[src/crgl_ram.sv]
`default_nettype none
module crgl_ram #(
  parameter int WIDTH = 8,
  parameter int DEPTH = 16,
  localparam int AW = (DEPTH > 1) ? $clog2(DEPTH) : 1
) (
  input  wire logic             clk,
  input  wire logic             wr_en,
  input  wire logic [AW-1:0]    wr_addr,
  input  wire logic [WIDTH-1:0] wr_data,
  input  wire logic [AW-1:0]    rd_addr,
  output logic      [WIDTH-1:0] rd_data
);

  logic [WIDTH-1:0] mem [DEPTH];

  // One write port, one registered read port
  always_ff @(posedge clk) begin
    if (wr_en) begin
      mem[wr_addr] <= wr_data;
    end
    rd_data <= mem[rd_addr];
  end

endmodule
`default_nettype wire

[config.mk]
export PLATFORM = sky130hd
export DESIGN_NAME = crgl_ram
export DESIGN_NICKNAME = d
export VERILOG_FILES = /design/src/crgl_ram.sv
export SDC_FILE = /design/constraint.sdc
export NUM_CORES = 1
export LEC_CHECK = 0
export CORE_MARGIN = 4
export CORE_UTILIZATION = 40
export CTS_CLUSTER_DIAMETER = 40
export DETAILED_ROUTE_END_ITERATION = 8
export DONT_BUFFER_PORTS = 1
export GPL_TIMING_DRIVEN = 0
export PLACE_DENSITY = 0.6
export SYNTH_ARGS = -nofsm -noshare
export SYNTH_HDL_FRONTEND = slang
export SYNTH_SLANG_ARGS = --single-unit
[constraint.sdc]
create_clock -name clk -period 2.5 [get_ports clk]
set_clock_uncertainty 0.05 [all_clocks]
set_input_delay 0.125 -clock clk [delete_from_list [all_inputs] [get_ports clk]]
set_output_delay 0.125 -clock clk [all_outputs]
set_load 0.02 [all_outputs]
# Word-level counts from Yosys, hierarchy flattened
# Memory sizes are Yosys's and may differ from the RTL's. A register that Yosys moved wholly into a read port is not among the register bits.
# Index checks and enable logic that the tools add are counted.
dict set report word_totals {
  wordCells 3
  n_memories 1
  input_bits 18
  output_inout_bits 8
  register_bits 0
  ram_bits 128
}
dict set report op_classes {
  n_mux 2
}
# memory depth width read_ports rd_ports_with_merged_regs wr line_no
set mem_list {}
lappend mem_list {mem 16 8 1 1 1 15} ;# logic [WIDTH-1:0] mem [DEPTH];
# op n
set op_table {}
lappend op_table {{$mux W1} 2}

# Logic depth before layout (Yosys ltp)
dict set report logic_depth {
  word_depth 2
  mapped_depth 5
  mapped_depth_nobuf 3
}

# Worst setup path before layout
# Ideal clock, no wire load.
dict set report synth_path {
  kind {input-to-reg}
  startpoint {input port wr_addr[2]}
  endpoint {memory mem[0][0], enable pin}
  setup_slack_ps 832
  stages 2
  setup_time_ps 383
  arrival_ps 1235
  path_cell_list {or3b_2 nor3_1}
}
# element line_no
set synth_lines {}
lappend synth_lines {{start: declaration} 9} ;# input wire logic [AW-1:0] wr_addr,
lappend synth_lines {{end: declaration} 15}
# No word-level cell before the write port.

# Worst setup path in the final report
dict set report layout_path {
  startpoint {input port wr_addr[0]}
  endpoint {memory mem[0][4], enable pin}
}
# No word-level cell before the write port.

==> impl_metrics.env <==
export IMPL_row_count=41
export IMPL_ctsLongestPathBuffers=2
export IMPL_syn_area_per_cell_um2=22.5
export IMPL_ys_types=19
export IMPL_vias_per_cell=5.25
export IMPL_finalHoldViolCount=0
export IMPL_drc=0
export IMPL_power_density_nw_per_um2=873
export IMPL_nets=277
export IMPL_port_buffers=0
export IMPL_path_common_cell="dlygate4sd3_1"
export IMPL_cts_made_buffers=17
export IMPL_cts_sinks=136
export IMPL_clock_latency_ns=0.42
export IMPL_slowest_delay_ns=0.85
export IMPL_worst_setup_path_end_kind="flip-flop"
export IMPL_placed_cells=401
export IMPL_dr_pass1_iters=4
export IMPL_arrival_ns=1.72
export IMPL_postCtsSetupRepairBufs=0
export IMPL_grt_max_degree=17
export IMPL_required_ns=2.51
export IMPL_relSlewSlack=0.150
export IMPL_slowest_stage="dlygate4sd3_1"
export IMPL_cp_start_kind="input port"
export IMPL_grt_pass1_wl_um=15000
export IMPL_ios=26
export IMPL_fin_crit_ns=1.71
export IMPL_cts_tree="done"
export IMPL_drt_iter0_markers=180
export IMPL_postRouteAntennaNets=0
export IMPL_cap_violations=0
export IMPL_startpoint="wr_addr[0]"
export IMPL_die_w_um=121
export IMPL_place_gp_congestion=0.706
export IMPL_dpl_hpwl_um=6310
export IMPL_synth_area_um2=5150
export IMPL_place_area_um2=5360
export IMPL_utilization=0.481
export IMPL_die_area_um2=14700
export IMPL_tns_ns=0
export IMPL_ys_seq_elements=136
export IMPL_insertedDiodeCount=0
export IMPL_fmax_mhz=586
export IMPL_ys_seq_area_frac=0.778
export IMPL_ir_drop_mv=0.480
export IMPL_reg2reg_to="rd_data[0]$_DFF_P_"
export IMPL_yosys_warnings=0
export IMPL_dieHeight_um=121
export IMPL_finalCritPeriodShare=0.683
export IMPL_setup_viol=0
export IMPL_synthCells=229
export IMPL_rsz0062_at_grt="false"
export IMPL_min_path_type="input port to flip-flop"
export IMPL_reg2regPathDepth=3
export IMPL_clk_pin_slew_ns=0.05
export IMPL_rrSetupSlack_ns=1.02
export IMPL_core_um2=12600
export IMPL_syn_nets=247
export IMPL_grt_pass1_vias=2313
export IMPL_antenna_found_initial=0
export IMPL_whs_endpoint="mem[4][5]$_DFFE_PP_"
export IMPL_min_path_cells=1
export IMPL_root_buffer="clkbuf_16"
export IMPL_hp_start="wr_addr[0]"
export IMPL_initial_core_util=0.408
export IMPL_synthToLayoutAreaGrowth_pct=17.9
export IMPL_crit_chain="dlygate4sd3_1 -> nor3_2 -> dlygate4sd3_1"
export IMPL_grt_usage=0.151
export IMPL_htreeDepth=4
export IMPL_layout_drive_gt1_share=0.202
export IMPL_stdcell_area_um2=6070
export IMPL_worstMarginPinSlew_ns=1.27
export IMPL_r2r_start="mem[1][0]$_DFFE_PP_"
export IMPL_overflow=0
export IMPL_cp_num_buf_inv=2
export IMPL_crit_path_max_fanout=8
export IMPL_status="completed"
export IMPL_instances_no_fill=444
export IMPL_finalMaxSlewViolations=0
export IMPL_critPathTopFamily="buffers and inverters"
export IMPL_critPathKind="input port to flip-flop"
export IMPL_routed_wl_um=10100
export IMPL_leakagePower_nw=1.98
export IMPL_wl_per_cell_um=22.7
export IMPL_via_count=2331
export IMPL_post_cts_resized=0
## worst max-delay path by stage
stage	endpoint	slack, ns	cells past startpoint
floorplan	mem[0][0]$_DFFE_PP_	0.83	2
global placement	mem[0][7]$_DFFE_PP_	0.35	2
detailed placement	mem[0][7]$_DFFE_PP_	0.29	2
CTS	mem[0][4]$_DFFE_PP_	0.74	2
global route	mem[0][4]$_DFFE_PP_	0.75	3
finish	mem[0][4]$_DFFE_PP_	0.79	3
## where the power goes
group | internal [mW] | switching, mW | total (mW)
registers | 2.55 | 0.0323 | 2.58
logic | 0.0935 | 0.127 | 0.221
clock network | 1.64 | 0.855 | 2.49
## final cells by class
class | instances | area [µm²]
Fill cell | 1077 | 6550
Sequential cell | 136 | 4000
Multi-Input combinational cell | 83 | 1060
Clock buffer | 19 | 433
Tap cell | 172 | 215
Clock inverter | 13 | 159
Timing Repair Buffer | 11 | 110
Buffer | 10 | 86.3
## synthesized netlist by cell type
cell type	count	area, µm²
nand2b_1	2	12.5
or3b_2	1	8.76
nor3_1	4	20.0
nand3b_1	2	15.0
and2_1	1	6.26
buf_2	3	15.0
dfxtp_1	8	160
a22oi_1	16	120
edfxtp_1	128	3840
nand2_1	9	33.8
mux4_2	18	405
mux4_1	14	368
buf_6	3	33.8
and2b_1	1	7.51
clkdlybuf4s25_2	3	30.0
buf_4	1	7.51
nor2_1	13	48.8
nor2b_1	1	6.26
nand3_1	1	5.00
## cells by family after synthesis
family	Yosys count	share of synthesized area
buffers and inverters	10	0.0168
AOI/OAI and AO/OA	16	0.0233
muxes	32	0.150
DFF	136	0.778
and+or+nand+nor	35	0.0318
## state kept, by name, indices dropped and copies added (netlist names)
name     cells
rd_data      8
mem        128
## metal layers
metal  vias to the layer above  part of all wire  GRT usage
met4                         0             0.016     0.0672
met2                        58              0.48      0.220
met5                         -                 0          0
met3                        13             0.055     0.0555
li1                       1036                 -          -
met1                      1224              0.45      0.205
## through the flow
| step | setup WS (ns) | hold slack (ns) | power [mW] |
|---|---|---|---|
| 4_1_cts | 0.736 | 0.0254 | 5.35 |
| 6_report | 0.794 | 0.0167 | 5.30 |
| 2_1_floorplan | 0.832 | 0.174 | 2.76 |
| 3_3_place_gp | 0.354 | 0.175 | 2.81 |
| 5_1_grt | 0.753 | 0.0354 | 5.49 |
| 3_5_place_dp | 0.289 | 0.175 | 2.81 |
## cells in the final DEF, fill, tap and decap left out, types with 2 or more instances in the layout
cell type	Yosys	layout
clkbuf_16	0	17
nor3_1	4	3
dlygate4sd3_1	0	11
clkinv_1	0	5
mux4_2	18	18
clkbuf_1	0	2
a22oi_1	16	16
nand3b_1	2	2
buf_2	3	3
nand2_1	9	9
nand2b_1	2	2
dfxtp_1	8	8
clkinv_2	0	4
mux4_1	14	14
clkdlybuf4s25_2	3	3
bufinv_16	0	4
buf_6	3	3
edfxtp_1	128	128
nor2_1	13	13
## repair_timing
item,in CTS,in global routing
endpoints found under the hold margin,129,8
endpoints found under the setup margin,0,0
hold buffers,9,2
(Power assumes the default switching activity.)
